**src/design/lbhs_pkg.sv**
```systemverilog
`default_nettype none

package lbhs_pkg;

    // Smallest end offset that a ceiling scan with a size budget may use, unless the segment is smaller.
    localparam int unsigned MIN_CEILING_SPAN = 8192;

    // Command codes of an input item.
    localparam logic CMD_START = 1'b0;
    localparam logic CMD_BYTE  = 1'b1;

    // Scan modes.
    localparam logic MODE_CEILING = 1'b0;
    localparam logic MODE_START   = 1'b1;

    // Result status codes.
    localparam logic [1:0] ST_STOPPED   = 2'd0;
    localparam logic [1:0] ST_LIMIT     = 2'd1;
    localparam logic [1:0] ST_NO_ADJUST = 2'd2;

    // Flag byte layout.
    localparam int unsigned SPARSE_BIT = 6;
    localparam int unsigned COUNT_LSB  = 2;
    localparam int unsigned COUNT_MSB  = 5;

    // A varint carries at most this many continuation bytes past the first.
    localparam logic [2:0] VARINT_LAST = 3'd4;
    // The first sequence number field is eight bytes, little endian.
    localparam logic [2:0] FIRST_LAST  = 3'd7;

    // Budget value that disables the size budget.
    localparam logic [31:0] NO_BUDGET = 32'hffff_ffff;

    typedef struct packed {
        logic        cmd;
        logic [7:0]  data_byte;
        logic        scan_mode;
        logic [31:0] start_offset;
        logic [63:0] start_seqnum;
        logic [63:0] target_seqnum;
        logic [31:0] seg_size;
        logic [31:0] size_budget;
    } t_in_item;

    typedef struct packed {
        logic [31:0] result_offset;
        logic [63:0] result_seqnum;
        logic        sparse_bundle;
        logic [1:0]  scan_status;
    } t_out_item;

    // Response of the scan core for the item it processes this cycle.
    typedef struct packed {
        logic      emit;
        logic      busy;
        t_out_item item;
    } t_core_resp;

    // Merges one varint byte into the accumulator; bits past 32 drop.
    function automatic logic [31:0] varint_merge(input logic [31:0] acc,
                                                 input logic [7:0]  b,
                                                 input logic [2:0]  shift);
        logic [31:0] res;
        case (shift)
            3'd0:    res = acc | {25'd0, b[6:0]};
            3'd1:    res = acc | {18'd0, b[6:0], 7'd0};
            3'd2:    res = acc | {11'd0, b[6:0], 14'd0};
            3'd3:    res = acc | {4'd0, b[6:0], 21'd0};
            3'd4:    res = acc | {b[3:0], 28'd0};
            default: res = acc;
        endcase
        return res;
    endfunction

    // A varint ends on a byte without continuation bit or after five bytes.
    function automatic logic varint_done(input logic [7:0] b,
                                         input logic [2:0] shift);
        return !b[7] || (shift >= VARINT_LAST);
    endfunction

endpackage

`default_nettype wire

```
**src/design/lbhs_in_if.sv**
```systemverilog
`default_nettype none

interface lbhs_in_if;
    import lbhs_pkg::*;

    logic     valid;
    logic     ready;
    t_in_item data;

    modport source (output valid, output data, input ready);
    modport sink   (input valid, input data, output ready);
endinterface

`default_nettype wire

```
**src/design/lbhs_out_if.sv**
```systemverilog
`default_nettype none

interface lbhs_out_if;
    import lbhs_pkg::*;

    logic      valid;
    logic      ready;
    t_out_item data;

    modport source (output valid, output data, input ready);
    modport sink   (input valid, input data, output ready);
endinterface

`default_nettype wire

```
**src/design/lbhs_scan_core.sv**
```systemverilog
`default_nettype none

module lbhs_scan_core (
    input  wire logic               i_clk,
    input  wire logic               i_rst_n,
    input  wire logic               i_fire,
    input  wire lbhs_pkg::t_in_item i_item,
    output lbhs_pkg::t_core_resp    o_resp
);
    import lbhs_pkg::*;

    typedef enum logic [2:0] {
        PH_IDLE,
        PH_LEN,
        PH_FLAGS,
        PH_COUNT,
        PH_FIRST,
        PH_DELTA,
        PH_SKIP
    } t_phase;

    t_phase      r_phase,      n_phase;
    logic [31:0] r_cur_offset, n_cur_offset;
    logic [31:0] r_limit,      n_limit;
    logic [31:0] r_file_end,   n_file_end;
    logic [63:0] r_run_seq,    n_run_seq;
    logic [63:0] r_target,     n_target;
    logic        r_mode,       n_mode;
    logic [31:0] r_vacc,       n_vacc;
    logic [2:0]  r_vshift,     n_vshift;
    logic [31:0] r_blen,       n_blen;
    logic [2:0]  r_lbytes,     n_lbytes;
    logic [7:0]  r_flag,       n_flag;
    logic [31:0] r_mcount,     n_mcount;
    logic [63:0] r_first,      n_first;
    logic [31:0] r_skip,       n_skip;
    logic        r_sparse,     n_sparse;
    logic [31:0] r_orig_off,   n_orig_off;
    logic [63:0] r_orig_seq,   n_orig_seq;

    t_out_item   w_item;
    logic        w_emit;

    // Next state and result for the item processed this cycle.
    always_comb begin
        logic        do_after;
        logic        do_fin;
        logic        do_start;
        logic        sparse;
        logic        stop;
        logic        short_tail;
        logic [7:0]  b;
        logic [31:0] acc;
        logic [31:0] delta;
        logic [31:0] lim;
        logic [63:0] next_seq;

        n_phase      = r_phase;
        n_cur_offset = r_cur_offset;
        n_limit      = r_limit;
        n_file_end   = r_file_end;
        n_run_seq    = r_run_seq;
        n_target     = r_target;
        n_mode       = r_mode;
        n_vacc       = r_vacc;
        n_vshift     = r_vshift;
        n_blen       = r_blen;
        n_lbytes     = r_lbytes;
        n_flag       = r_flag;
        n_mcount     = r_mcount;
        n_first      = r_first;
        n_skip       = r_skip;
        n_sparse     = r_sparse;
        n_orig_off   = r_orig_off;
        n_orig_seq   = r_orig_seq;

        w_emit     = 1'b0;
        w_item     = '0;
        do_after   = 1'b0;
        do_fin     = 1'b0;
        do_start   = 1'b0;
        sparse     = 1'b0;
        stop       = 1'b0;
        short_tail = 1'b0;
        b          = i_item.data_byte;
        acc        = varint_merge(r_vacc, b, r_vshift);
        delta      = '0;
        lim        = '0;
        next_seq   = '0;

        if (i_item.cmd == CMD_START) begin
            // Set up a new scan; any running scan is dropped.
            n_mode       = i_item.scan_mode;
            n_cur_offset = i_item.start_offset;
            n_orig_off   = i_item.start_offset;
            n_run_seq    = i_item.start_seqnum;
            n_orig_seq   = i_item.start_seqnum;
            n_target     = i_item.target_seqnum;
            n_file_end   = i_item.seg_size;
            n_sparse     = 1'b0;
            n_skip       = '0;
            if (i_item.scan_mode == MODE_CEILING && i_item.size_budget != NO_BUDGET) begin
                lim = i_item.start_offset + i_item.size_budget;
                if (lim < 32'(MIN_CEILING_SPAN)) begin
                    lim = 32'(MIN_CEILING_SPAN);
                end
                if (lim > i_item.seg_size) begin
                    lim = i_item.seg_size;
                end
                n_limit = lim;
            end else begin
                n_limit = i_item.seg_size;
            end
            if (i_item.scan_mode == MODE_START &&
                (i_item.target_seqnum == i_item.start_seqnum ||
                 i_item.target_seqnum <= 64'd1)) begin
                w_emit = 1'b1;
                w_item = '{i_item.start_offset, i_item.start_seqnum, 1'b0, ST_NO_ADJUST};
            end else begin
                do_start = 1'b1;
            end
        end else begin
            case (r_phase)
                PH_LEN: begin
                    n_lbytes = r_lbytes + 3'd1;
                    n_vacc   = acc;
                    if (varint_done(b, r_vshift)) begin
                        n_blen  = acc;
                        n_skip  = acc;
                        n_phase = PH_FLAGS;
                    end else begin
                        n_vshift = r_vshift + 3'd1;
                    end
                end
                PH_FLAGS: begin
                    if (r_skip != '0) begin
                        n_skip = r_skip - 32'd1;
                    end
                    n_flag = b;
                    if (b[COUNT_MSB:COUNT_LSB] != '0) begin
                        n_mcount = {28'd0, b[COUNT_MSB:COUNT_LSB]};
                        do_after = 1'b1;
                    end else begin
                        n_phase  = PH_COUNT;
                        n_vacc   = '0;
                        n_vshift = '0;
                    end
                end
                PH_COUNT: begin
                    if (r_skip != '0) begin
                        n_skip = r_skip - 32'd1;
                    end
                    n_vacc = acc;
                    if (varint_done(b, r_vshift)) begin
                        n_mcount = acc;
                        do_after = 1'b1;
                    end else begin
                        n_vshift = r_vshift + 3'd1;
                    end
                end
                PH_FIRST: begin
                    if (r_skip != '0) begin
                        n_skip = r_skip - 32'd1;
                    end
                    n_first = r_first | ({56'd0, b} << {r_vshift, 3'b000});
                    if (r_vshift >= FIRST_LAST) begin
                        if (r_mcount != 32'd1) begin
                            n_phase  = PH_DELTA;
                            n_vacc   = '0;
                            n_vshift = '0;
                        end else begin
                            do_fin = 1'b1;
                        end
                    end else begin
                        n_vshift = r_vshift + 3'd1;
                    end
                end
                PH_DELTA: begin
                    if (r_skip != '0) begin
                        n_skip = r_skip - 32'd1;
                    end
                    n_vacc = acc;
                    if (varint_done(b, r_vshift)) begin
                        do_fin = 1'b1;
                        delta  = acc;
                    end else begin
                        n_vshift = r_vshift + 3'd1;
                    end
                end
                PH_SKIP: begin
                    if (r_skip != '0) begin
                        n_skip = r_skip - 32'd1;
                    end
                    if (n_skip == '0) begin
                        do_start = 1'b1;
                    end
                end
                default: begin
                    // Bytes with no scan running are dropped.
                end
            endcase
        end

        // After the message count: sparse bundles carry a first sequence number.
        if (do_after) begin
            if (n_flag[SPARSE_BIT]) begin
                n_phase  = PH_FIRST;
                n_first  = '0;
                n_vshift = '0;
            end else begin
                do_fin = 1'b1;
            end
        end

        // Header complete: stop here or move past the bundle.
        if (do_fin) begin
            sparse   = n_flag[SPARSE_BIT];
            n_sparse = sparse;
            if (sparse) begin
                next_seq = (n_mcount != 32'd1) ? n_first + {32'd0, delta} + 64'd2
                                               : n_first + 64'd1;
            end else begin
                next_seq = r_run_seq + {32'd0, n_mcount};
            end
            if (r_mode == MODE_CEILING) begin
                stop = r_run_seq > r_target;
            end else begin
                stop = r_target < next_seq;
            end
            if (stop) begin
                w_emit = 1'b1;
                w_item = '{r_cur_offset, r_run_seq, sparse, ST_STOPPED};
            end else begin
                n_run_seq    = next_seq;
                n_cur_offset = r_cur_offset + r_blen + {29'd0, r_lbytes};
                if (n_skip != '0) begin
                    n_phase = PH_SKIP;
                end else begin
                    do_start = 1'b1;
                end
            end
        end

        // Start of a bundle: check the limit and, in ceiling mode, the short tail.
        if (do_start) begin
            if (n_cur_offset < n_limit && n_mode == MODE_CEILING) begin
                short_tail = (n_file_end - n_cur_offset) < 32'd4;
            end
            if (n_cur_offset >= n_limit || short_tail) begin
                w_emit = 1'b1;
                if (n_mode == MODE_START) begin
                    w_item = '{n_orig_off, n_orig_seq, n_sparse, ST_LIMIT};
                end else begin
                    w_item = '{n_cur_offset, n_run_seq, n_sparse, ST_LIMIT};
                end
            end else begin
                n_phase  = PH_LEN;
                n_lbytes = '0;
                n_vacc   = '0;
                n_vshift = '0;
            end
        end

        if (w_emit) begin
            n_phase = PH_IDLE;
        end
    end

    // Scan state.
    always_ff @(posedge i_clk) begin
        if (!i_rst_n) begin
            r_phase      <= PH_IDLE;
            r_cur_offset <= '0;
            r_limit      <= '0;
            r_file_end   <= '0;
            r_run_seq    <= '0;
            r_target     <= '0;
            r_mode       <= 1'b0;
            r_vacc       <= '0;
            r_vshift     <= '0;
            r_blen       <= '0;
            r_lbytes     <= '0;
            r_flag       <= '0;
            r_mcount     <= '0;
            r_first      <= '0;
            r_skip       <= '0;
            r_sparse     <= 1'b0;
            r_orig_off   <= '0;
            r_orig_seq   <= '0;
        end else if (i_fire) begin
            r_phase      <= n_phase;
            r_cur_offset <= n_cur_offset;
            r_limit      <= n_limit;
            r_file_end   <= n_file_end;
            r_run_seq    <= n_run_seq;
            r_target     <= n_target;
            r_mode       <= n_mode;
            r_vacc       <= n_vacc;
            r_vshift     <= n_vshift;
            r_blen       <= n_blen;
            r_lbytes     <= n_lbytes;
            r_flag       <= n_flag;
            r_mcount     <= n_mcount;
            r_first      <= n_first;
            r_skip       <= n_skip;
            r_sparse     <= n_sparse;
            r_orig_off   <= n_orig_off;
            r_orig_seq   <= n_orig_seq;
        end
    end

    assign o_resp.emit = w_emit;
    assign o_resp.busy = (r_phase != PH_IDLE);
    assign o_resp.item = w_item;

endmodule

`default_nettype wire

```
**src/design/log_bundle_header_scanner.sv**
```systemverilog
// Path: the input register holds the accepted item, then the scan logic writes
// the result it causes into the result register, from which it is taken.
// Throughput: one item per cycle; the scan logic takes a byte in every cycle
// in which the result register is empty or being drained.
// Reset: synchronous, active low; clears the scan state to idle and empties both registers.
`default_nettype none

module log_bundle_header_scanner (
    input  wire logic   i_clk,
    input  wire logic   i_rst_n,
    lbhs_in_if.sink     i_in,
    lbhs_out_if.source  o_out
);
    import lbhs_pkg::*;

    logic       r_in_valid;
    t_in_item   r_in_item;
    logic       r_out_valid;
    t_out_item  r_out_item;
    logic       w_fire;
    t_core_resp w_resp;

    // The scan logic takes the held item when the result register can take a result.
    assign w_fire     = r_in_valid && (!r_out_valid || o_out.ready);
    assign i_in.ready = !r_in_valid || w_fire;

    // Input register.
    always_ff @(posedge i_clk) begin
        if (!i_rst_n) begin
            r_in_valid <= 1'b0;
        end else if (i_in.ready) begin
            r_in_valid <= i_in.valid;
        end
    end

    always_ff @(posedge i_clk) begin
        if (i_in.valid && i_in.ready) begin
            r_in_item <= i_in.data;
        end
    end

    lbhs_scan_core u_core (
        .i_clk   (i_clk),
        .i_rst_n (i_rst_n),
        .i_fire  (w_fire),
        .i_item  (r_in_item),
        .o_resp  (w_resp)
    );

    // Result register.
    always_ff @(posedge i_clk) begin
        if (!i_rst_n) begin
            r_out_valid <= 1'b0;
        end else if (w_fire && w_resp.emit) begin
            r_out_valid <= 1'b1;
        end else if (o_out.ready) begin
            r_out_valid <= 1'b0;
        end
    end

    always_ff @(posedge i_clk) begin
        if (w_fire && w_resp.emit) begin
            r_out_item <= w_resp.item;
        end
    end

    assign o_out.valid = r_out_valid;
    assign o_out.data  = r_out_item;

    // A result ends the scan.
    a_emit_goes_idle: assert property (@(posedge i_clk) disable iff (!i_rst_n)
        (w_fire && w_resp.emit) |=> !w_resp.busy)
        else $error("scan still busy after a result");

    // A result always lands in the result register.
    a_emit_registered: assert property (@(posedge i_clk) disable iff (!i_rst_n)
        (w_fire && w_resp.emit) |=> r_out_valid)
        else $error("result lost");

    // A held input transaction is not dropped while the scan logic stalls.
    a_in_held: assert property (@(posedge i_clk) disable iff (!i_rst_n)
        (r_in_valid && !w_fire) |=> (r_in_valid && $stable(r_in_item)))
        else $error("held input transaction lost");

    // Only defined status codes reach the output.
    a_status_code: assert property (@(posedge i_clk) disable iff (!i_rst_n)
        r_out_valid |-> (r_out_item.scan_status == ST_STOPPED ||
                         r_out_item.scan_status == ST_LIMIT ||
                         r_out_item.scan_status == ST_NO_ADJUST))
        else $error("undefined scan status");

endmodule

`default_nettype wire

```
**src/flat_wrapper.sv**
```systemverilog
// flat-port wrapper written by rule: the top's interface ports become plain ports
module log_bundle_header_scanner_flat import lbhs_pkg::*;
  (i_clk, i_rst_n, i_in_valid, i_in_data, i_in_ready, o_out_valid, o_out_data, o_out_ready);
  lbhs_in_if i_in_i ();
  lbhs_out_if o_out_i ();
  input  wire logic i_clk;
  input  wire logic i_rst_n;
  input wire logic [$bits(i_in_i.valid)-1:0] i_in_valid;
  input wire logic [$bits(i_in_i.data)-1:0] i_in_data;
  output wire logic [$bits(i_in_i.ready)-1:0] i_in_ready;
  output wire logic [$bits(o_out_i.valid)-1:0] o_out_valid;
  output wire logic [$bits(o_out_i.data)-1:0] o_out_data;
  input wire logic [$bits(o_out_i.ready)-1:0] o_out_ready;
  assign i_in_i.valid = i_in_valid;
  assign i_in_i.data = i_in_data;
  assign i_in_ready = i_in_i.ready;
  assign o_out_valid = o_out_i.valid;
  assign o_out_data = o_out_i.data;
  assign o_out_i.ready = o_out_ready;
  log_bundle_header_scanner u_core (.i_clk(i_clk), .i_rst_n(i_rst_n), .i_in(i_in_i), .o_out(o_out_i));
endmodule
```
**config.mk**
```make
export PLATFORM = sky130hd
export DESIGN_NAME = log_bundle_header_scanner_flat
export DESIGN_NICKNAME = d
export VERILOG_FILES = /design/src/design/lbhs_pkg.sv /design/src/design/lbhs_in_if.sv /design/src/design/lbhs_out_if.sv /design/src/design/lbhs_scan_core.sv /design/src/design/log_bundle_header_scanner.sv /design/src/flat_wrapper.sv
export SDC_FILE = /design/constraint.sdc
export NUM_CORES = 2
export LEC_CHECK = 0
export ABC_AREA = 0
export BUFFER_PORTS_ARGS = -buffer_cell sky130_fd_sc_hd__buf_2
export CAP_MARGIN = 15
export CORE_MARGIN = 3
export CORE_UTILIZATION = 56
export CTS_CLUSTER_DIAMETER = 100
export DETAILED_ROUTE_END_ITERATION = 6
export GPL_ROUTABILITY_DRIVEN = 1
export PLACE_DENSITY = 0.74
export SYNTH_ARGS = -nofsm -noshare
export SYNTH_HDL_FRONTEND = slang
export SYNTH_SLANG_ARGS = --single-unit
```
**constraint.sdc**
```tcl
create_clock -name i_clk -period 52.3 [get_ports i_clk]
set_clock_uncertainty 0.15 [all_clocks]
set_input_delay 5.23 -clock i_clk [delete_from_list [all_inputs] [get_ports i_clk]]
set_output_delay 5.23 -clock i_clk [all_outputs]
set_load 0.02 [all_outputs]
```
==> results.md <==
- The biggest area contributor in the post-synthesis netlist is dfxtp_1.
- For this run the aggregate overflow at the end of global routing stands at 0.
- The number of nets at the end of the flow is ~7500.
- In this run, CTS created clock tree buffers numbering 95.
- Counting flops with a built-in enable in the synthesized netlist gives between 300 and 400.
- The TritonCTS sink count is between 800 and 900.
- The clock period minus final worst setup slack is roughly 18 ns.
- The number of distinct standard cells referenced by the synthesized netlist is roughly 100.
- The flow ran to the end, and the final reports show no timing, DRC or antenna violations.
- The worst path required time is roughly 52 ns.
- The root buffer selected by CTS is clkbuf_16.
- At the placement stage, the worst setup path has a slack of 34.37 ns.
- The initial antenna violation count came to 12.
- The register clock-pin slew on the reported worst setup and hold paths is 0.06 ns.
- Dividing the synthesized area by the synthesized cell count gives around 8.3 µm².
- The most used flip-flop cell after synthesis is dfxtp_1.
- Based on the critical path, the design can be clocked at up to approximately 54 MHz.
- The number of post-CTS setup repair buffers is 0.
- The number of cells after detailed placement is ~8000.
- Power spread over the standard cell area amounts to between 20 and 30 nW/µm².
- In the synthesized netlist, the cells that appear most often are nand2_1 (967), a21oi_1 (849), nor2_1 (588), dfxtp_1 (526), ha_1 (409).
- Once the clock tree was built, the resizer swapped 0 gates to a different size.
- The sequential fraction of the synthesis area is 37.2%.
- The final estimated routing congestion in global placement is roughly 1.0.
- For this block, the routed nets add up to about 210 mm of wire.
- The synthesized instance count is about 6700.
- The kind of capture point of the worst setup path is a flip-flop.
- Counting flops and latches in the post-synthesis netlist gives about 860.
- The sum of negative setup slack is 0 ns.
- The total area inside the core boundary comes to slightly below 100000 µm².
- nand2_1 is the most common cell in the netlist.
- When the netlist entered floorplanning its net count stood at between 7000 and 8000.
- The top fanout value on the critical path is approximately 70.
- The die footprint is between 100000 and 150000 µm².
- The area of all placed cells without fillers is about 61000 µm².
- The CTS tree is done.
- The number of buffers added to fix hold violations after cts is 0.
- The synthesized design devotes to its leading area cell type around a fifth of total area.
- The chip height is 320 µm.
- The initial DRC count is approximately 6800.
- The horizontal die dimension is approximately 320 µm.
- The via count of the first global-routing pass is approximately 50000.
- The classification of the worst-slack hold path is reg2reg.
- The cell area after placement is about 58000 µm².
- The initial utilization of the core area, before any placement, comes to around 57%.
- STA classifies the critical path startpoint as a flip-flop.
- In this run the count of I/O pins placed on the die edge is between 300 and 400.
- For this run, the number of Yosys warnings is 0.
- In this run the number of H-tree levels came out at 3.
- The fraction of the core area covered by cells at the end of the flow is 63.1%.
- In the synthesized netlist the async set-or-reset flop fraction comes to 0%.
- The number of port buffers is around 340.
- The area growth from synthesis to layout is 11.0%.
- Max-cap violations in this run came to 0.
- For the worst-skew pair, the clock arrives at the later sink with an insertion delay of ~0.7 ns.
- At the pin with the least slew margin, the transition time is around 1.3 ns.
- Setup repair after global routing left no endpoint under its margin.
- Headroom to the max-slew limit came out at approximately 15%.
- Setup violations remaining at the end of the flow were counted as 0.
- In the final routed layout, each cell accounts on average for 25.6 µm.
- The first-pass GRT wire length is roughly 310 mm.
- Data on the critical path arrives at its endpoint at 18.50 ns.
- The share of final-layout standard cells stronger than drive strength 1 is between 10 and 15%.
- The cell at the slowest stage of the critical path is a311oi_2.
- The largest net degree at the start of global routing is 187.
- The number of hold violations in the final report came to 0.
- The number of design rule violations left after detail routing is 0.
- The count of nets left with antenna violations once routing finished came out at 0.
- The length of the first detailed-routing pass in iterations is 7.
- After the flow finishes, the layout carries non-filler instances totaling a little over 8000.
- Once routing completed, OpenROAD measured the worst setup slack at 33.95 ns.
- The count of vias placed by the detailed router is 53200.
- The total global-route track usage is 39.5%.
- The half-perimeter wire length of the detailed placement result is approximately 150 mm.
- The total standard cell area after synthesis is approximately 55000 µm².
- The final-report max-slew violation count is 0.
- Dividing the detail-routed via count by the number of cells gives around 6.5.
- The maximum cell stage delay along the critical path is between 0.9 and 1 ns.
- The critical path is of the reg2reg type.
- The leakage component of the power is around 0.024 µW.
- The worst path uses between 30% and 40% of the clock period.
- The cell row count is 114.
- VDD sags by at most roughly 0.000031 V.
- In the post-synthesis netlist, the biggest area contributors are dfxtp_1 (19%), edfxtp_1 (18%), ha_1 (9.3%).
- The clock passes through at most 3 buffers.
-- state kept, by name (all words and copies together) (netlist names), 32 cells and up --
signal / count
u_core.o_out.data: 99
u_core.u_core.r_file_end: 32
u_core.u_core.r_orig_seq: 64
u_core.u_core.r_mcount: 32
u_core.u_core.r_target: 64
u_core.u_core.r_skip: 32
u_core.u_core.r_vacc: 32
u_core.u_core.r_blen: 32
u_core.r_in_item: 234
u_core.u_core.r_run_seq: 64
u_core.u_core.r_limit: 32
u_core.u_core.r_first: 64
u_core.u_core.r_cur_offset: 32
u_core.u_core.r_orig_off: 32
-- power by group --
| part | internal (µW) | switching, µW | total (µW) |
|---|---|---|---|
| Sequential | 723 | 30.7 | 754 |
| Clock | 426 | 302 | 727 |
| Combinational | 105 | 199 | 305 |
| Total | 1250 | 531 | 1790 |
-- kinds of logic after synthesis --
kind of cell,share of synthesized area (%)
compound gates,22.8
xor+xnor,4.27
fa+ha+maj,9.60
buf+inv,4.48
flops,37.2
mux,3.00
simple gates,18.7
-- stage by stage --
step                total power (µW)  hold WS [ns]
floorplan                        956         0.282
global placement                1060         0.291
detailed placement              1060         0.296
CTS                             1780         0.304
global route                    1840         0.316
finish                          1790         0.305
-- routing by layer --
| layer | part of all wire (%) | routed length [µm] | vias to the layer above | track usage [%] |
|---|---|---|---|---|
| met5 | 0.0062 | 13 | - | 0 |
| met4 | 8.5 | 17800 | 2 | 28.1 |
| met3 | 10 | 21300 | 749 | 9.21 |
| met2 | 44 | 92300 | 3101 | 62.1 |
| met1 | 37 | 77200 | 25000 | 47.8 |
| li1 | - | - | 24300 | - |
-- layout by cell type, fill, tap and decap left out, types with 17 or more instances in the layout --
cell / Yosys / routed
edfxtp_1: 333 / 333
o211ai_1: 54 / 54
a31oi_1: 73 / 73
mux2i_1: 111 / 110
o32ai_1: 28 / 28
nand4_1: 104 / 104
nor2b_1: 103 / 102
mux2_2: 46 / 46
buf_4: 0 / 94
o221ai_1: 25 / 25
dfxtp_1: 526 / 525
o21ai_0: 362 / 362
nand2_1: 967 / 964
buf_2: 14 / 338
nand2b_1: 49 / 48
o31ai_1: 22 / 22
xnor2_1: 189 / 189
and2_1: 44 / 42
or3_1: 30 / 30
a22oi_1: 108 / 107
nor3_1: 120 / 116
inv_1: 244 / 243
nand3_1: 94 / 94
and3_1: 41 / 41
o21a_1: 59 / 59
nor2_1: 588 / 583
a21oi_1: 849 / 845
or2_2: 20 / 20
o21bai_1: 24 / 24
ha_1: 409 / 409
nor4_1: 64 / 63
clkbuf_16: 0 / 99
a21o_1: 110 / 110
or4_1: 17 / 17
xor2_1: 80 / 80
a211oi_1: 110 / 110
-- worst max-delay path: cells and delay by family (launching register included) --
kind	cells	cell delay [ns]
DFF	1	0.32
AOI/OAI and AO/OA	15	4.17
xor gates and xnor gates	1	0.21
and+or+nand+nor	27	8.96
muxes	1	0.22
buffers and inverters	6	3.08
adders and majority gates	2	0.71
-- final cells by class --
type / instances / area [µm²]
diodes: 10 / 25.0
inverters: 245 / 927
multi-input cells: 5160 / 32300
fillers: 8382 / 35900
clock buffers: 122 / 2690
flip-flops and latches: 859 / 20500
repair buffers: 435 / 2460
clock inverters: 57 / 699
well taps: 1276 / 1600
-- worst paths after layout --
kind	startpoint	endpoint	slack, ns	cells past startpoint
worst max register to register	u_core.r_in_item[233]	u_core.o_out.data[95]	33.95	52
worst min register to register	u_core.u_core.r_limit[13]	u_core.u_core.r_limit[13]	0.30	2
worst max-delay path	u_core.r_in_item[233]	u_core.o_out.data[95]	33.95	52
worst min-delay path	u_core.u_core.r_limit[13]	u_core.u_core.r_limit[13]	0.30	2
Power figures use the tool's default switching activity.
